`src/rtl/core/alke_pkg.sv`:
```
// ----------------------------------------------------------------------------
// alke_pkg
// Shared types and constants for the ladder keypad event core: register
// indexes, event codes, phase codes and the command passed front to back.
// ----------------------------------------------------------------------------
`default_nettype none

package alke_pkg;

   // Field widths
   localparam int unsigned VOLT_W  = 12;
   localparam int unsigned TOL_W   = 10;
   localparam int unsigned DEB_W   = 10;
   localparam int unsigned TIME_W  = 16;
   localparam int unsigned KEY_W   = 2;
   localparam int unsigned CSR_IDX_W  = 3;
   localparam int unsigned CSR_DATA_W = 16;

   // Keys that have a level register
   localparam int unsigned LEVEL_REGS = 4;

   // Press time added per tick
   localparam logic [TIME_W-1:0] TICK_MS = 16'd10;

   // Command queue depth between front and back
   localparam int unsigned Q_DEPTH = 4;
   localparam int unsigned Q_PTR_W = 2;
   localparam int unsigned Q_CNT_W = 3;

   // Register reset values
   localparam logic [VOLT_W-1:0] KEY0_RESET    = 12'd400;
   localparam logic [VOLT_W-1:0] KEY1_RESET    = 12'd1000;
   localparam logic [VOLT_W-1:0] KEY2_RESET    = 12'd1600;
   localparam logic [VOLT_W-1:0] KEY3_RESET    = 12'd2200;
   localparam logic [TOL_W-1:0]  TOL_RESET     = 10'd100;
   localparam logic [VOLT_W-1:0] RELEASE_RESET = 12'd3000;
   localparam logic [DEB_W-1:0]  DEB_RESET     = 10'd30;
   localparam logic [TIME_W-1:0] LONG_RESET    = 16'd1000;

   // Register indexes
   localparam logic [CSR_IDX_W-1:0] REG_KEY0    = 3'd0;
   localparam logic [CSR_IDX_W-1:0] REG_KEY1    = 3'd1;
   localparam logic [CSR_IDX_W-1:0] REG_KEY2    = 3'd2;
   localparam logic [CSR_IDX_W-1:0] REG_KEY3    = 3'd3;
   localparam logic [CSR_IDX_W-1:0] REG_TOL     = 3'd4;
   localparam logic [CSR_IDX_W-1:0] REG_RELEASE = 3'd5;
   localparam logic [CSR_IDX_W-1:0] REG_DEB     = 3'd6;
   localparam logic [CSR_IDX_W-1:0] REG_LONG    = 3'd7;

   // Event codes on the result channel
   typedef enum logic [1:0] {
      EV_DOWN  = 2'd0,
      EV_LONG  = 2'd1,
      EV_CLICK = 2'd2,
      EV_UP    = 2'd3
   } ev_kind_type;

   // Key phase, one-hot
   typedef enum logic [3:0] {
      PH_IDLE     = 4'b0001,
      PH_DEBOUNCE = 4'b0010,
      PH_PRESSED  = 4'b0100,
      PH_WAIT     = 4'b1000
   } phase_type;

   // One queued command: a single event, or click followed by up when pair is set
   typedef struct packed {
      logic              pair;
      ev_kind_type       kind;
      logic [KEY_W-1:0]  key;
   } cmd_type;

endpackage : alke_pkg

`default_nettype wire

```
`src/rtl/core/alke_front.sv`:
```
// ----------------------------------------------------------------------------
// alke_front
// Holds the configuration registers, decodes each request's voltage into a
// key, runs the press state machine and emits event commands to the queue.
// ----------------------------------------------------------------------------
`default_nettype none

module alke_front #(
   parameter int unsigned NUM_KEYS = 4
) (
   input  wire logic                             clock,
   input  wire logic                             reset,
   input  wire logic                             accept,
   input  wire logic [alke_pkg::VOLT_W-1:0]      ladder_mv,
   input  wire logic                             csr_we,
   input  wire logic [alke_pkg::CSR_IDX_W-1:0]   csr_index,
   input  wire logic [alke_pkg::CSR_DATA_W-1:0]  csr_wdata,
   output logic                                  cmd_push,
   output alke_pkg::cmd_type                     cmd
);
   import alke_pkg::*;

   localparam int unsigned NUM_MATCH = (NUM_KEYS < LEVEL_REGS) ? NUM_KEYS : LEVEL_REGS;

   logic [VOLT_W-1:0] level_ff [LEVEL_REGS];
   logic [TOL_W-1:0]  tol_ff;
   logic [VOLT_W-1:0] release_ff;
   logic [DEB_W-1:0]  deb_ff;
   logic [TIME_W-1:0] long_ff;

   phase_type         phase_ff, phase_in;
   logic [KEY_W-1:0]  held_ff, held_in;
   logic [TIME_W-1:0] time_ff, time_in;

   logic              have;
   logic [KEY_W-1:0]  key;
   logic              same;
   logic [TIME_W:0]   time_sum;
   logic [TIME_W-1:0] time_sat;

   // Write configuration registers
   always_ff @(posedge clock) begin
      if (reset) begin
         level_ff[0] <= KEY0_RESET;
         level_ff[1] <= KEY1_RESET;
         level_ff[2] <= KEY2_RESET;
         level_ff[3] <= KEY3_RESET;
         tol_ff      <= TOL_RESET;
         release_ff  <= RELEASE_RESET;
         deb_ff      <= DEB_RESET;
         long_ff     <= LONG_RESET;
      end else if (csr_we) begin
         unique case (csr_index) inside
            REG_KEY0, REG_KEY1, REG_KEY2, REG_KEY3: begin
               level_ff[csr_index[1:0]] <= csr_wdata[VOLT_W-1:0];
            end
            REG_TOL:     tol_ff     <= csr_wdata[TOL_W-1:0];
            REG_RELEASE: release_ff <= csr_wdata[VOLT_W-1:0];
            REG_DEB:     deb_ff     <= csr_wdata[DEB_W-1:0];
            REG_LONG:    long_ff    <= csr_wdata[TIME_W-1:0];
            default: begin
            end
         endcase
      end
   end

   // Decode the sample: lowest key whose window holds it, unless above release
   always_comb begin
      logic [VOLT_W:0] v_ext;
      logic [VOLT_W:0] lvl_ext;
      logic [VOLT_W:0] tol_ext;
      have = 1'b0;
      key  = '0;
      v_ext   = {1'b0, ladder_mv};
      tol_ext = (VOLT_W+1)'(tol_ff);
      for (int i = 0; i < NUM_MATCH; i++) begin
         lvl_ext = {1'b0, level_ff[i]};
         if (!have && (v_ext + tol_ext >= lvl_ext) && (v_ext <= lvl_ext + tol_ext)) begin
            have = 1'b1;
            key  = KEY_W'(i);
         end
      end
      if (ladder_mv > release_ff) begin
         have = 1'b0;
      end
   end

   assign same     = have && (key == held_ff);
   assign time_sum = {1'b0, time_ff} + {1'b0, TICK_MS};
   assign time_sat = time_sum[TIME_W] ? '1 : time_sum[TIME_W-1:0];

   // Advance the press state machine on each accepted request
   always_comb begin
      phase_in = phase_ff;
      held_in  = held_ff;
      time_in  = time_ff;
      cmd_push = 1'b0;
      cmd.pair = 1'b0;
      cmd.kind = EV_DOWN;
      cmd.key  = held_ff;
      if (accept) begin
         unique case (phase_ff)
            PH_IDLE: begin
               if (have) begin
                  held_in  = key;
                  time_in  = '0;
                  phase_in = PH_DEBOUNCE;
               end
            end
            PH_DEBOUNCE: begin
               time_in = time_sat;
               if (same) begin
                  if (time_sat >= TIME_W'(deb_ff)) begin
                     phase_in = PH_PRESSED;
                     cmd_push = 1'b1;
                     cmd.kind = EV_DOWN;
                  end
               end else begin
                  phase_in = PH_IDLE;
               end
            end
            PH_PRESSED: begin
               if (same) begin
                  time_in = time_sat;
                  if (time_sat >= long_ff) begin
                     phase_in = PH_WAIT;
                     cmd_push = 1'b1;
                     cmd.kind = EV_LONG;
                  end
               end else if (!have) begin
                  phase_in = PH_IDLE;
                  cmd_push = 1'b1;
                  cmd.kind = EV_CLICK;
                  cmd.pair = 1'b1;
               end
            end
            PH_WAIT: begin
               if (!have) begin
                  phase_in = PH_IDLE;
                  cmd_push = 1'b1;
                  cmd.kind = EV_UP;
               end
            end
            default: phase_in = PH_IDLE;
         endcase
      end
   end

   // Hold machine state
   always_ff @(posedge clock) begin
      if (reset) begin
         phase_ff <= PH_IDLE;
         held_ff  <= '0;
         time_ff  <= '0;
      end else begin
         phase_ff <= phase_in;
         held_ff  <= held_in;
         time_ff  <= time_in;
      end
   end

endmodule : alke_front

`default_nettype wire

```
`src/rtl/core/alke_queue.sv`:
```
// ----------------------------------------------------------------------------
// alke_queue
// Short command queue that decouples the state machine from result delivery.
// ----------------------------------------------------------------------------
`default_nettype none

module alke_queue (
   input  wire logic              clock,
   input  wire logic              reset,
   input  wire logic              push,
   input  wire alke_pkg::cmd_type push_cmd,
   input  wire logic              pop,
   output logic                   full,
   output logic                   empty,
   output alke_pkg::cmd_type      head
);
   import alke_pkg::*;

   cmd_type            slot_ff [Q_DEPTH];
   logic [Q_PTR_W-1:0] wr_ptr_ff, wr_ptr_in;
   logic [Q_PTR_W-1:0] rd_ptr_ff, rd_ptr_in;
   logic [Q_CNT_W-1:0] count_ff, count_in;
   logic               do_push;
   logic               do_pop;

   assign full    = (count_ff == Q_CNT_W'(Q_DEPTH));
   assign empty   = (count_ff == '0);
   assign head    = slot_ff[rd_ptr_ff];
   assign do_push = push && !full;
   assign do_pop  = pop && !empty;

   // Advance pointers and occupancy
   always_comb begin
      wr_ptr_in = do_push ? wr_ptr_ff + 1'b1 : wr_ptr_ff;
      rd_ptr_in = do_pop  ? rd_ptr_ff + 1'b1 : rd_ptr_ff;
      count_in  = count_ff;
      if (do_push && !do_pop) begin
         count_in = count_ff + 1'b1;
      end else if (do_pop && !do_push) begin
         count_in = count_ff - 1'b1;
      end
   end

   always_ff @(posedge clock) begin
      if (reset) begin
         wr_ptr_ff <= '0;
         rd_ptr_ff <= '0;
         count_ff  <= '0;
      end else begin
         wr_ptr_ff <= wr_ptr_in;
         rd_ptr_ff <= rd_ptr_in;
         count_ff  <= count_in;
      end
   end

   // Store pushed commands
   always_ff @(posedge clock) begin
      if (do_push) begin
         slot_ff[wr_ptr_ff] <= push_cmd;
      end
   end

   // Occupancy never passes the depth
   a_count_bound: assert property (@(posedge clock) disable iff (reset)
      count_ff <= Q_CNT_W'(Q_DEPTH))
      else $error("queue occupancy above depth");

endmodule : alke_queue

`default_nettype wire

```
`src/rtl/core/alke_back.sv`:
```
// ----------------------------------------------------------------------------
// alke_back
// Takes commands from the queue and presents their events on the result
// channel, splitting a click command into click then up.
// ----------------------------------------------------------------------------
`default_nettype none

module alke_back (
   input  wire logic                         clock,
   input  wire logic                         reset,
   input  wire logic                         q_empty,
   input  wire alke_pkg::cmd_type            q_head,
   output logic                              q_pop,
   output logic                              rsp_empty,
   input  wire logic                         rsp_pop,
   output logic [1:0]                        rsp_event_kind,
   output logic [alke_pkg::KEY_W-1:0]        rsp_key_index,
   output logic                              rsp_last
);
   import alke_pkg::*;

   cmd_type cmd_ff, cmd_in;
   logic    valid_ff, valid_in;
   logic    second_ff, second_in;
   logic    taken;
   logic    finish;

   assign rsp_empty      = !valid_ff;
   assign rsp_event_kind = second_ff ? EV_UP : cmd_ff.kind;
   assign rsp_key_index  = cmd_ff.key;
   assign rsp_last       = !cmd_ff.pair || second_ff;

   assign taken  = valid_ff && rsp_pop;
   assign finish = taken && rsp_last;
   assign q_pop  = !q_empty && (!valid_ff || finish);

   // Load the next command or step to the second event
   always_comb begin
      cmd_in    = cmd_ff;
      valid_in  = valid_ff;
      second_in = second_ff;
      if (q_pop) begin
         cmd_in    = q_head;
         valid_in  = 1'b1;
         second_in = 1'b0;
      end else if (finish) begin
         valid_in  = 1'b0;
         second_in = 1'b0;
      end else if (taken) begin
         second_in = 1'b1;
      end
   end

   always_ff @(posedge clock) begin
      if (reset) begin
         valid_ff  <= 1'b0;
         second_ff <= 1'b0;
      end else begin
         valid_ff  <= valid_in;
         second_ff <= second_in;
      end
   end

   always_ff @(posedge clock) begin
      cmd_ff <= cmd_in;
   end

   // Second event only exists inside a held click command
   a_second_in_pair: assert property (@(posedge clock) disable iff (reset)
      second_ff |-> (valid_ff && cmd_ff.pair))
      else $error("second event without a click command");

   // A paired command always starts with click
   a_pair_is_click: assert property (@(posedge clock) disable iff (reset)
      (valid_ff && cmd_ff.pair) |-> (cmd_ff.kind == EV_CLICK))
      else $error("paired command is not a click");

   // Taking the click puts up on the channel next
   a_click_then_up: assert property (@(posedge clock) disable iff (reset)
      (valid_ff && cmd_ff.pair && !second_ff && rsp_pop)
      |=> (!rsp_empty && (rsp_event_kind == EV_UP) && rsp_last))
      else $error("up did not follow click");

endmodule : alke_back

`default_nettype wire

```
`src/rtl/core/adc_ladder_key_event_fsm_core.sv`:
```
// ----------------------------------------------------------------------------
// adc_ladder_key_event_fsm_core
// Resistor ladder keypad decoder with debounce, long press, click and up
// events. One request is one tick; each causes zero, one or two results.
// ----------------------------------------------------------------------------
// Path: a request's command is queued at the accepting edge and loaded into the
//   back end register once that register holds no pending result.
// Throughput: one request per cycle while the 4-entry command queue has room;
//   the back end delivers one result per cycle while rsp_pop is held, a click as click then up.
// Reset: synchronous; registers return to their reset levels, the machine to
//   idle and the command queue to empty.
`default_nettype none

module adc_ladder_key_event_fsm_core #(
   parameter int unsigned NUM_KEYS = 4
) (
   input  wire logic                             clock,
   input  wire logic                             reset,
   input  wire logic                             req_push,
   output logic                                  req_full,
   input  wire logic [alke_pkg::VOLT_W-1:0]      req_ladder_mv,
   output logic                                  rsp_empty,
   input  wire logic                             rsp_pop,
   output logic [1:0]                            rsp_event_kind,
   output logic [alke_pkg::KEY_W-1:0]            rsp_key_index,
   output logic                                  rsp_last,
   input  wire logic                             csr_we,
   input  wire logic [alke_pkg::CSR_IDX_W-1:0]   csr_index,
   input  wire logic [alke_pkg::CSR_DATA_W-1:0]  csr_wdata
);
   import alke_pkg::*;

   logic    accept;
   logic    cmd_push;
   cmd_type cmd;
   logic    q_full;
   logic    q_empty;
   logic    q_pop;
   cmd_type q_head;

   // Accept a request while the queue has room
   assign req_full = q_full;
   assign accept   = req_push && !q_full;

   alke_front #(
      .NUM_KEYS (NUM_KEYS)
   ) u_front (
      .clock      (clock),
      .reset      (reset),
      .accept     (accept),
      .ladder_mv  (req_ladder_mv),
      .csr_we     (csr_we),
      .csr_index  (csr_index),
      .csr_wdata  (csr_wdata),
      .cmd_push   (cmd_push),
      .cmd        (cmd)
   );

   alke_queue u_queue (
      .clock    (clock),
      .reset    (reset),
      .push     (cmd_push),
      .push_cmd (cmd),
      .pop      (q_pop),
      .full     (q_full),
      .empty    (q_empty),
      .head     (q_head)
   );

   alke_back u_back (
      .clock          (clock),
      .reset          (reset),
      .q_empty        (q_empty),
      .q_head         (q_head),
      .q_pop          (q_pop),
      .rsp_empty      (rsp_empty),
      .rsp_pop        (rsp_pop),
      .rsp_event_kind (rsp_event_kind),
      .rsp_key_index  (rsp_key_index),
      .rsp_last       (rsp_last)
   );

endmodule : adc_ladder_key_event_fsm_core

`default_nettype wire
```
`config.mk`:
```
export PLATFORM = sky130hd
export DESIGN_NAME = adc_ladder_key_event_fsm_core
export DESIGN_NICKNAME = d
export VERILOG_FILES = /design/src/rtl/core/alke_pkg.sv /design/src/rtl/core/alke_front.sv /design/src/rtl/core/alke_queue.sv /design/src/rtl/core/alke_back.sv /design/src/rtl/core/adc_ladder_key_event_fsm_core.sv
export SDC_FILE = /design/constraint.sdc
export NUM_CORES = 1
export LEC_CHECK = 0
export BUFFER_PORTS_ARGS = -buffer_cell sky130_fd_sc_hd__buf_2
export CAP_MARGIN = 20
export CORE_UTILIZATION = 30
export DETAILED_ROUTE_END_ITERATION = 10
export HOLD_SLACK_MARGIN = 0.1
export PLACE_DENSITY = 0.53
export RECOVER_POWER = 25
export SKIP_LAST_GASP = 1
export SLEW_MARGIN = 20
export SYNTH_ARGS = -nofsm -noshare
export SYNTH_HDL_FRONTEND = slang
export SYNTH_HIERARCHICAL = 1
export SYNTH_SLANG_ARGS = --single-unit
```
`constraint.sdc`:
```
create_clock -name clock -period 6.1 [get_ports clock]
set_input_delay 0.915 -clock clock [delete_from_list [all_inputs] [get_ports clock]]
set_output_delay 0.915 -clock clock [all_outputs]
set_load 0.02 [all_outputs]
```
Word-level counts from Yosys, hierarchy flattened

Memory sizes are Yosys's and may differ from the RTL's. A register that Yosys moved wholly into a read port is not among the register bits.
Cells that the tools add are included.

Multiplexer cells: 50
Reduce and logical (&&, ||, !) cells: 42
Magnitude comparators: 11
Eq/ne operators: 17
Add/subtract/negate cells: 10

Operator list:

| cell                  | number |
|---|---|
| $add 12x10->13        | 5 |
| $ge 13x12->1          | 4 |
| $le 12x13->1          | 4 |
| $mux 16               | 3 |
| $pmux 16 s3           | 1 |
| $mux 1                | 26 |
| $mux 4                | 6 |
| $add 16x4->17 const B | 1 |
| $ge 16x10->1          | 1 |
| $ge 16x16->1          | 1 |
| $logic_and 1x1->1     | 16 |
| $pmux 4 s4            | 1 |
| $eq 3x3->1 const B    | 5 |
| $gt 12x12->1          | 1 |
| $mux 12               | 1 |
| $mux 2                | 6 |
| $mux 3                | 4 |
| $reduce_or 12->1      | 1 |
| $logic_not 1->1       | 9 |
| $reduce_and 2->1      | 4 |
| $reduce_and 4->1      | 2 |
| $eq 3x2->1 const B    | 2 |
| $logic_not 3->1       | 2 |
| $ne 3x3->1 const B    | 2 |
| 18 further kinds      | 22 |

Flip-flop bits (word level): 79
Word-level logic and storage cells: 144
Bits of input ports: 36
RAM bits: 68
Output and inout port bits: 7
Memories: 2

Memory list:

| name             | depth | bits a word | rd ports | clocked after Yosys merged registers in | wr ports | RTL line         | source |
|---|---|---|---|---|---|---|---|
| u_front.level_ff | 4     | 12          | 4        | 0                                       | 4        | alke_front.sv:25 | `logic [VOLT_W-1:0] level_ff [LEVEL_REGS];` |
| u_queue.slot_ff  | 4     | 5           | 1        | 1                                       | 1        | alke_queue.sv:19 | `cmd_type slot_ff [Q_DEPTH];` |

Longest topological paths before layout

Gate-level depths: netlist of the first run.
An unclocked memory read counts as a cell.

Depth in word-level cells: 27
Mapped depth: 31

Modules after synthesis

Netlist of the first run, hierarchy kept.

Modules (own cells, without submodules):

| module                        | times used | area each (µm²) | cells each |
|---|---|---|---|
| alke_front                    | 1          | 10272.4         | 1189 |
| alke_queue                    | 1          | 1191.1          | 74 |
| alke_back                     | 1          | 284.0           | 21 |
| adc_ladder_key_event_fsm_core | 1          | 13.8            | 1 |

Least setup slack after synthesis of the first run

Ideal clock, no wire load.

Path type: input -> register
Start point: input req_ladder_mv[1] (netlist bit)
End point: register u_queue.count_ff[2]
Data required time: 6030 ps
Stages on the path: 30
Path buffers: 1
Library setup time: 70 ps
Data arrival time: 6229 ps
Path slack: -199 ps
Path through: ha_1 -> a21o_1 -> a21oi_1 -> o21bai_1 -> a21oi_1 -> o21bai_1 -> a21oi_1 -> nor2b_1 -> o21a_1 -> or4b_2 -> nand4_1 -> ha_1 -> a211o_1 -> a2111oi_0 -> o211a_1 -> o31a_1 -> o21ai_1 -> nor3b_1 -> o211a_1 -> buf_6 -> o21ai_0 -> a21boi_0 -> inv_1 -> nor2_2 -> ha_1 -> inv_1 -> fa_1 -> xor2_1 -> or3_1 -> a21oi_1

Longest elaborated chain between the ends: 25

Ends and longest elaborated chain:

| element                        | RTL line                            | source |
|---|---|---|
| start, declared                | adc_ladder_key_event_fsm_core.sv:21 | `input wire logic [alke_pkg::VOLT_W-1:0] req_ladder_mv,` |
| $add 12x10->13                 | alke_front.sv:78                    | `if (!have && (v_ext + tol_ext >= lvl_ext) && (v_ext <= lvl_ext + tol_ext)) begin` |
| $ge 13x12->1                   | alke_front.sv:78                    |  |
| $logic_and 1x1->1              | alke_front.sv:78                    |  |
| $mux 1                         | alke_front.sv:78                    |  |
| $logic_not 1->1                | alke_front.sv:78                    |  |
| $logic_and 1x1->1 (2 in a row) | alke_front.sv:78                    |  |
| $mux 1                         | alke_front.sv:78                    |  |
| $logic_not 1->1                | alke_front.sv:78                    |  |
| [... 10 more ...]              | n/a                                 |  |
| $pmux 1 s3 (*)                 | alke_front.sv:102                   | `unique case (phase_ff)` |
| $mux 1 (*)                     | alke_front.sv:101                   | `if (accept) begin` |
| net cmd_push                   | adc_ladder_key_event_fsm_core.sv:34 | `logic cmd_push;` |
| $logic_and 1x1->1 (*)          | alke_queue.sv:29                    | `assign do_push = push && !full;` |
| net u_queue.do_push            | alke_queue.sv:23                    | `logic do_push;` |
| $logic_not 1->1                | alke_queue.sv:39                    | `end else if (do_pop && !do_push) begin` |
| $logic_and 1x1->1              | alke_queue.sv:39                    |  |
| $reduce_bool 2->1 (no line)    | n/a                                 |  |
| end signal, assigned           | alke_queue.sv:52                    | `count_ff <= count_in;` |
| end, declared                  | alke_queue.sv:22                    | `logic [Q_CNT_W-1:0] count_ff, count_in;` |

The timed path passes the listed nets; every way through them passes the cells marked *.
A chain may end at the register's enable or synchronous reset.

Worst setup path after layout of the first run

Same ends and word-level chain as after synthesis.

==> flow_metrics.py, run 1 <==
metrics = {
    "layout": {
        "diodes": 0,
        "layout_common_cells": "ha_1 (184), nand2_1 (126), inv_1 (116)",
        "fillers": 3893,
        "drive_gt1_frac": 0.171,
        "post-route-util": 0.364,
        "mostFrequentLayoutCell": "ha_1",
        "area_growth_pct": 19.6,
        "fin_nets": 1635,
    },
    "sta": {
        "skew_ns": 0.0143,
        "setup_slack_ns": 0.219,
        "max_freq_mhz": 170,
        "tightest_slew_ns": 1.05,
        "hold_viol_final": 0,
        "slew_violations": 0,
        "post-route-period-util": 0.964,
        "rsz0062_at_grt": "true",
        "relSlewSlack": 0.301,
        "layout_min_cycle_time_ns": 5.88,
        "setup_violations": 0,
    },
    "global_routing": {
        "grt_pass1_wl_microns": 52700,
        "grt_pass1_vias": 9677,
        "antenna_found_initial": 0,
        "overflow": 0,
        "track_usage": 0.173,
        "grt_start_max_net_pins": 55,
    },
    "cts": {
        "tritoncts": "done",
        "clk_latency_ns": 0.43,
        "root_buffer": "clkbuf_16",
        "holdBufCountCts": 0,
        "cts_buffers": 17,
        "cts_max_level": 4,
        "cts_sinks": 154,
        "cts.clk_slew.worst_paths_ns": 0.06,
        "clockBufferDepth": 2,
    },
    "synth": {
        "syn_area_per_cell_sq_um": 9.15,
        "synth_area_leaders": "ha_1 (20%), edfxtp_1 (19%), dfxtp_1 (14%)",
        "synth_flop_cell": "dfxtp_1",
        "synthArstFlopShare": 0,
        "yosysWarningCount": 6,
        "synthDistinctLibCells": 80,
        "netlist_instances": 1285,
        "yosysTopAreaCell": "ha_1",
        "synth-seq-area-share": 0.324,
        "ys_seq_elements": 154,
        "synth_top_area_share": 0.202,
        "synth_edf_count": 73,
        "netlist_area_sq_um": 11800,
        "postSynthNetCount": 1517,
    },
    "die": {
        "die_y_microns": 200,
        "num_rows": 72,
        "dieArea_sq_um": 40000,
        "fp.dieW_microns": 200,
        "top_level_ports": 43,
        "start_util": 0.304,
        "core_region_area_sq_um": 38600,
    },
    "setup_path": {
        "r2r-end": "u_queue/count_ff[2]",
        "end_kind": "flop",
        "cp_top_family": "compound AO/OA/AOI/OAI gates",
        "cp_common_cell": "a21oi_2",
        "start_kind": "input pin",
        "slowest_delay_ns": 0.51,
        "r2r_slack_ns": 0.28,
        "worst_ep_arrival_time_ns": 6.24,
        "timing.critical_path.buf_inv": 5,
        "cp_max_fo": 3,
        "cp_slowest_cell": "or4b_4",
        "rr_worst_depth": 29,
        "timing.rr.start": "u_front/level_ff[0][0]",
        "critPathRequiredTime_ns": 6.46,
        "criticalPathCategory": "in -> reg",
    },
    "power_and_ir_drop": {
        "p_leak_uw": 0.00613,
        "power_density_nw_per_um2": 231,
        "ir_drop_v": 0.000156,
    },
    "flow_run": {
        "cap_violations": 0,
    },
    "hold_path": {
        "min_path_type": "reg -> reg",
        "hold_path_depth": 2,
        "whs_endpoint": "u_front/release_ff[6]",
        "hold_start": "u_front/release_ff[6]",
    },
    "detailed_routing": {
        "wl_per_cell_microns": 17.3,
        "totalWireLength_microns": 33500,
        "routed_via_density": 5.10,
        "first_pass_iters": 5,
        "drc": 0,
        "num_vias": 9856,
        "drt_iter0_markers": 575,
        "ant_nets": 0,
    },
    "placed_design": {
        "post-dp-hpwl_microns": 26100,
        "gp_congestion": 0.872,
        "port_buffers": 42,
        "pre_cts_ws_ns": -0.438,
    },
    "outcome": {
        "outcome": "completed",
    },
}
state kept, by name, indices dropped and copies added, names as in the netlist, 2 cells and up, named ones only:
signal and count:
u_queue/count_ff 3, u_back/cmd_ff 3, u_queue/wr_ptr_ff 2, u_front/time_ff 16, u_queue/rd_ptr_ff 2, u_queue/slot_ff 20
u_front/release_ff 12, u_back/rsp_key_index 2, u_front/phase_ff 4, u_front/level_ff 48, u_front/deb_ff 10, u_front/long_ff 16
u_front/held_ff 2, u_front/tol_ff 10
worst max path at each step:
stage | end | slack (ns) | depth (start not counted) | from
3_5_place_dp | u_queue/count_ff[2] | -0.44 | 30 | req_ladder_mv[1]
5_1_grt | u_queue/count_ff[2] | -0.03 | 31 | req_ladder_mv[1]
4_1_cts | u_queue/count_ff[2] | 0.004 | 30 | req_ladder_mv[1]
2_1_floorplan | u_queue/count_ff[2] | 0.008 | 30 | req_ladder_mv[1]
6_report | u_queue/count_ff[2] | 0.22 | 32 | req_ladder_mv[1]
3_3_place_gp | u_queue/count_ff[2] | -0.40 | 30 | req_ladder_mv[1]
metrics by stage:
step / instance area, sq um / std cells / hold WS (ns) / setup TNS, ns / power, uW
5_1_grt: 14100 / 1934 / 0.482 / -0.0290 / 3450
2_1_floorplan: 11800 / 1285 / 0.436 / 0 / 1800
4_1_cts: 13700 / 1921 / 0.457 / 0 / 3220
3_5_place_dp: 13100 / 1889 / 0.447 / -0.609 / 2100
6_report: 14100 / 1934 / 0.457 / 0 / 3260
3_3_place_gp: 13100 / 1888 / 0.444 / -0.506 / 2090
area by class of cell:
class	instances	area, sq um	share of cell area
clock buffers	27	588	0.0418
flip-flops and latches	154	3820	0.271
repair buffers	127	867	0.0616
well taps	518	648	0.0461
multi-input cells	984	7660	0.545
clock inverters	5	38.8	0.00276
inverters	119	447	0.0317
Yosys cell counts, drive strengths merged, types with 24 or more instances:
master  instances
xnor2          32
o21ai          50
edfxtp         73
ha            190
dfxtp          81
nand3          28
nand2         126
o211ai         28
nor2           79
a21o           26
inv           118
a21oi          94
and2           24
cell families after synthesis:
family / Yosys count / synth area share
AND/OR/NAND/NOR: 400 / 0.171
multiplexers: 17 / 0.0199
XOR/XNOR: 53 / 0.0395
adder cells (fa/ha/maj): 196 / 0.212
AO/OA/AOI/OAI: 318 / 0.183
flip-flops: 154 / 0.324
buffers and inverters: 147 / 0.0493
power by group:
| part | switching, uW | leakage [uW] | total, uW | internal [uW] |
|---|---|---|---|---|
| combinational | 540 | 0.00446 | 959 | 419 |
| sequential | 51.0 | 0.00135 | 1190 | 1140 |
| clock | 443 | 0.000312 | 1110 | 667 |
layer usage:
layer  share of wire  routed length, microns  vias to the layer above  global-route usage
met5               0                       0                        -                   0
met4           0.017                     576                        0              0.0489
met2            0.46                   15400                      191               0.281
li1                -                       -                     4895                   -
met1            0.49                   16300                     4733               0.241
met3           0.038                    1290                       37              0.0200
worst register-to-register path: cells and delay by family (launching register included):
| family | cells | cell delay (ns) |
|---|---|---|
| adder cells (fa/ha/maj) | 5 | 1.27 |
| flip-flops | 1 | 0.40 |
| buffers and inverters | 4 | 0.36 |
| AO/OA/AOI/OAI | 13 | 2.18 |
| AND/OR/NAND/NOR | 5 | 1.23 |
| XOR/XNOR | 2 | 0.31 |
timing repair:
action	4_1_cts	5_1_grt
setup buffers	0	13
gates resized for setup	2	61
pin swaps	1	44
endpoints found under the setup margin	1	2
Note: power is estimated with default switching activity, not from simulation.
==> inputs of run 2 (changes only) <==
--- a/config.mk
+++ b/config.mk
@@ -5,7 +5,7 @@
 export SDC_FILE = /design/constraint.sdc
 export NUM_CORES = 1
 export LEC_CHECK = 0
-export BUFFER_PORTS_ARGS = -buffer_cell sky130_fd_sc_hd__buf_2
+export BUFFER_PORTS_ARGS = -buffer_cell sky130_fd_sc_hd__clkbuf_2
 export CAP_MARGIN = 20
 export CORE_UTILIZATION = 30
 export DETAILED_ROUTE_END_ITERATION = 10
==> constraint.sdc (replaced) <==
create_clock -name clock -period 6.1 [get_ports clock]
set_input_delay 0.61 -clock clock [delete_from_list [all_inputs] [get_ports clock]]
set_output_delay 0.61 -clock clock [all_outputs]
set_load 0.02 [all_outputs]
==> run 2 against run 1 <==
Utilization shrank 0.92 points. Clock-buffer cell count shrank 6. Maximum frequency grew 1.1%. Global-route usage is essentially flat. Clock skew shrank 0.0016 ns. Worst hold slack lost 0.070 ns. Register-to-register slack is essentially flat. Critical path type is now reg -> reg. Largest power group unchanged.
==> flow_metrics.py, run 2 (synthesis gave the netlist of run 1 again) <==
metrics = {
    "hold_path": {
        "min_path_type": "in -> reg",
    },
    "layout": {
        "layout_common_cells": "ha_1 (187), nand2_1 (125), inv_1 (118)",
        "top_register": "u_front/level_ff",
        "post-route-util": 0.355,
        "layout.cells.non_filler": 1919,
        "fillers": 3990,
        "fin_nets": 1618,
        "drive_gt1_frac": 0.154,
        "largest_reg_flops": 48,
        "area_growth_pct": 16.6,
        "register_area_sq_um": 3820,
        "multiInputGateArea_sq_um": 7530,
        "top_regs": "u_front/level_ff x48, u_queue/slot_ff x20",
        "mostFrequentLayoutCell": "ha_1",
    },
    "cts": {
        "clk_latency_ns": 0.44,
        "root_buffer": "clkbuf_16",
        "cts.clk_slew.worst_paths_ns": 0.07,
        "clockBufferDepth": 2,
        "cts_buffers": 17,
        "cts_max_level": 4,
        "cts_sinks": 154,
        "holdBufCountCts": 0,
        "tritoncts": "done",
    },
    "sta": {
        "tightest_slew_ns": 1.12,
        "slew_violations": 0,
        "rsz0062_at_grt": "false",
        "max_freq_mhz": 172,
        "post-route-period-util": 0.953,
        "setup_violations": 0,
        "tns_ns": 0,
        "layout_min_cycle_time_ns": 5.82,
        "skew_ns": 0.0127,
        "hold_viol_final": 0,
        "setup_slack_ns": 0.285,
        "relSlewSlack": 0.249,
    },
    "global_routing": {
        "track_usage": 0.173,
        "grt_start_max_net_pins": 55,
        "grt_pass1_vias": 9601,
        "antenna_found_initial": 1,
        "overflow": 0,
        "grt_pass1_wl_microns": 52100,
    },
    "placed_design": {
        "post-dp-hpwl_microns": 26300,
        "port_buffers": 42,
        "pre_cts_ws_ns": -0.341,
        "placed_cells": 1883,
        "gp_congestion": 0.883,
    },
    "die": {
        "core_region_area_sq_um": 38600,
        "start_util": 0.304,
        "num_rows": 72,
        "fp.dieW_microns": 200,
        "top_level_ports": 43,
        "die_y_microns": 200,
        "dieArea_sq_um": 40000,
    },
    "setup_path": {
        "cp_max_fo": 3,
        "worst_ep_arrival_time_ns": 6.17,
        "critPathRequiredTime_ns": 6.45,
        "start_kind": "flop",
        "end_kind": "flop",
        "criticalPathCategory": "reg -> reg",
    },
    "detailed_routing": {
        "wl_per_cell_microns": 17.4,
        "totalWireLength_microns": 33400,
        "drt_iter0_markers": 658,
        "first_pass_iters": 5,
        "ant_nets": 0,
        "routed_via_density": 5.08,
        "num_vias": 9742,
        "drc": 0,
    },
    "power_and_ir_drop": {
        "ir_drop_v": 0.000153,
        "p_leak_uw": 0.00598,
        "power_density_nw_per_um2": 228,
    },
    "outcome": {
        "outcome": "completed",
    },
    "flow_run": {
        "cap_violations": 0,
    },
}
-- run 2: path summary, 6_finish.rpt --
check,start,to,slack (ns),cells after the start
max,u_front/level_ff[1][0],u_queue/count_ff[2],0.28,27
min,csr_wdata[12],u_front/long_ff[12],0.39,3
max reg2reg,u_front/level_ff[1][0],u_queue/count_ff[2],0.28,27
min reg2reg,u_front/release_ff[2],u_front/release_ff[2],0.46,2
-- run 2: cell type report --
class | instances | share of cell area
diodes | 2 | 0.000365
clock buffers | 21 | 0.0351
clock inverters | 11 | 0.00620
inverters | 119 | 0.0326
multi-input cells | 984 | 0.549
flip-flops and latches | 154 | 0.278
well taps | 518 | 0.0472
repair buffers | 110 | 0.0514
-- run 2: per-stage QoR --
| stage | hold slack [ns] | total power, uW | area [sq um] |
|---|---|---|---|
| after floorplan | 0.436 | 1790 | 11800 |
| after global placement | 0.444 | 2070 | 13000 |
| after detailed placement | 0.448 | 2080 | 13000 |
| after CTS | 0.367 | 3130 | 13600 |
| after global routing | 0.391 | 3300 | 13700 |
| final | 0.387 | 3120 | 13700 |
-- run 2: worst max-delay path, cell delays in order, from the launching register on --
cell and delay [ns]:
edfxtp_1 0.40, ha_1 0.23, fa_1 0.42, a21oi_2 0.20
o211ai_1 0.16, o41ai_2 0.39, nor2b_1 0.08, o21ai_0 0.17
nand2b_1 0.09, xnor2_1 0.13, ha_1 0.20, or4_1 0.48
a221o_1 0.29, o221ai_2 0.27, o2bb2ai_2 0.12, a21boi_2 0.18
o21ai_1 0.12, o211a_1 0.18, o21ai_0 0.08, a21boi_1 0.16
inv_1 0.09, nor2_2 0.12, ha_2 0.19, inv_1 0.05
fa_2 0.33, xor2_1 0.17, or3_1 0.30, a21oi_1 0.14
-- run 2: power breakdown --
group          leakage (uW)  switching (uW)  internal [uW]
Combinational       0.00435             529            383
Clock              0.000281             454            572
Sequential          0.00135            46.8           1140
Total               0.00598            1030           2090
-- run 2: repair_timing --
| item | in CTS | in global routing |
|---|---|---|
| endpoints found under the setup margin | 1 | 2 |
| gates resized for setup | 5 | 41 |
| setup buffers | 0 | 2 |
| pin swaps | 0 | 16 |
-- run 2: routing by layer --
layer	GRT usage	wire (microns)
met1	0.234	16000
met2	0.285	15400
met3	0.0220	1470
met4	0.0517	577
met5	0	0
==> inputs of run 3 (changes only) <==
--- a/config.mk
+++ b/config.mk
@@ -10,6 +10,7 @@
 export CORE_UTILIZATION = 30
 export DETAILED_ROUTE_END_ITERATION = 10
 export HOLD_SLACK_MARGIN = 0.1
+export MAX_ROUTING_LAYER = met4
 export PLACE_DENSITY = 0.53
 export RECOVER_POWER = 25
 export SKIP_LAST_GASP = 1
==> constraint.sdc (replaced) <==
create_clock -name clock -period 6.1 [get_ports clock]
set_input_delay 1.525 -clock clock [delete_from_list [all_inputs] [get_ports clock]]
set_output_delay 1.525 -clock clock [all_outputs]
set_load 0.02 [all_outputs]
==> run 3 against run 2 <==
The flow now finishes with violations (negative setup slack). Final area increased by 1.6%. Via count increased by 1.0%. Worst hold slack better by 0.068 ns. Total power increased by 2.0%. Final cell count up 1.3%. Critical path type is now in -> reg. Critical endpoint unchanged. Largest cell class unchanged. Highest routed layer unchanged.
==> flow_metrics.py, run 3 (synthesis gave the netlist of run 1 again) <==
metrics = {
    "outcome": {
        "outcome": "complete, but fails checks",
        "violations": "negative setup slack",
    },
    "die": {
        "die_y_microns": 200,
        "dieArea_sq_um": 40000,
        "num_rows": 72,
        "top_level_ports": 43,
        "fp.dieW_microns": 200,
        "start_util": 0.304,
        "core_region_area_sq_um": 38600,
    },
    "placed_design": {
        "gp_congestion": 0.902,
        "port_buffers": 42,
        "post-dp-hpwl_microns": 26200,
    },
    "cts": {
        "cts.clk_slew.worst_paths_ns": 0.07,
        "cts_buffers": 17,
        "clockBufferDepth": 2,
        "cts_sinks": 154,
        "clk_latency_ns": 0.43,
        "root_buffer": "clkbuf_16",
        "cts_max_level": 4,
        "holdBufCountCts": 0,
        "tritoncts": "done",
    },
    "detailed_routing": {
        "routed_via_density": 5.06,
        "totalWireLength_microns": 33200,
        "num_vias": 9842,
        "first_pass_iters": 5,
        "ant_nets": 0,
        "drt_iter0_markers": 609,
        "wl_per_cell_microns": 17.1,
        "drc": 0,
    },
    "sta": {
        "max_freq_mhz": 159,
        "relSlewSlack": 0.274,
        "setup_violations": 1,
        "slew_violations": 0,
        "tightest_slew_ns": 1.08,
        "whs_ns": 0.455,
        "layout_min_cycle_time_ns": 6.30,
        "post-route-period-util": 1.03,
        "setup_slack_ns": -0.195,
        "rsz0062_at_grt": "true",
        "skew_ns": 0.00971,
        "tns_ns": -0.195,
        "hold_viol_final": 0,
    },
    "setup_path": {
        "criticalPathCategory": "in -> reg",
        "end_kind": "flop",
        "cp_slowest_cell": "or4b_4",
        "crit_start": "req_ladder_mv[1]",
        "worst_ep_arrival_time_ns": 6.66,
        "path_depth": 31,
        "r2r-end": "u_queue/count_ff[2]",
        "timing.critical_path.buf_inv": 4,
        "start_kind": "input pin",
        "timing.rr.start": "u_front/tol_ff[1]",
        "crit_end": "u_queue/count_ff[2]",
        "slowest_delay_ns": 0.49,
        "rr_worst_depth": 29,
        "critPathRequiredTime_ns": 6.46,
        "cp_top_family": "compound AO/OA/AOI/OAI gates",
        "cp_max_fo": 4,
        "r2r_slack_ns": 0.10,
    },
    "layout": {
        "top_regs": "u_front/level_ff x48, u_queue/slot_ff x20",
        "largest_reg_flops": 48,
        "mostFrequentLayoutCell": "ha_1",
        "drive_gt1_frac": 0.161,
        "diodes": 0,
        "area_growth_pct": 18.5,
        "top_register": "u_front/level_ff",
        "layout_common_cells": "ha_1 (186), nand2_1 (126), inv_1 (117)",
        "fin_nets": 1645,
    },
    "flow_run": {
        "cap_violations": 0,
    },
    "global_routing": {
        "overflow": 0,
        "grt_start_max_net_pins": 55,
        "grt_pass1_wl_microns": 51700,
        "track_usage": 0.176,
        "grt_pass1_vias": 9472,
        "antenna_found_initial": 0,
    },
    "power_and_ir_drop": {
        "ir_drop_v": 0.000196,
        "p_leak_uw": 0.00614,
        "power_density_nw_per_um2": 229,
    },
    "hold_path": {
        "min_path_type": "reg -> reg",
    },
}
## run 3: power breakdown
group	switching, uW	total, uW	internal (uW)	leakage (uW)
Clock	462	1030	570	0.000274
Sequential	49.8	1190	1140	0.00135
Combinational	534	967	433	0.00451
Total	1050	3190	2140	0.00614
## run 3: how the worst min path moves through the flow
stage                            from                     end  slack [ns]  cells after the start
2_1_floorplan     u_front/long_ff[10]     u_front/long_ff[10]        0.44                      2
3_3_place_gp   u_front/release_ff[10]  u_front/release_ff[10]        0.44                      2
3_5_place_dp      u_front/long_ff[14]     u_front/long_ff[14]        0.45                      2
4_1_cts           u_front/long_ff[14]     u_front/long_ff[14]        0.46                      2
5_1_grt           u_front/long_ff[14]     u_front/long_ff[14]        0.47                      2
6_report        u_front/release_ff[6]   u_front/release_ff[6]        0.45                      2
## run 3: what timing repair did
action,4_1_cts,5_1_grt
gates cloned,0,0
hold endpoints to repair,0,0
endpoints found under the setup margin,2,24
pin swaps,24,15
gates resized for setup,6,16
setup buffers,6,5
## run 3: worst min-delay path: cells and delay by family (launching register included)
| family | cells | cell delay [ns] |
|---|---|---|
| flops | 1 | 0.31 |
| simple gates | 1 | 0.05 |
| compound gates | 1 | 0.05 |
## run 3: per-layer routing
layer	routed length (microns)	track usage	vias up
li1	-	-	4923
met1	16100	0.233	4685
met2	15300	0.281	211
met3	1450	0.0249	23
met4	371	0.0461	0
met5	0	-	-
## run 3: through the flow
step	cells	instance area, sq um	utilization	setup slack (ns)	power, uW
2_1_floorplan	1285	11800	-	-0.414	1800
3_3_place_gp	1901	13200	0.341	-0.800	2130
3_5_place_dp	1901	13200	0.341	-0.827	2140
4_1_cts	1939	13800	0.358	-0.194	3190
5_1_grt	1944	13900	0.361	-0.485	3370
6_report	1944	13900	0.361	-0.195	3190
## run 3: layout make-up
type | instances | area (sq um)
Sequential cell | 154 | 3810
Multi-Input combinational cell | 984 | 7520
Inverter | 119 | 447
Fill cell | 3935 | 24700
Clock inverter | 14 | 138
Tap cell | 518 | 648
Clock buffer | 18 | 429
Timing Repair Buffer | 137 | 936
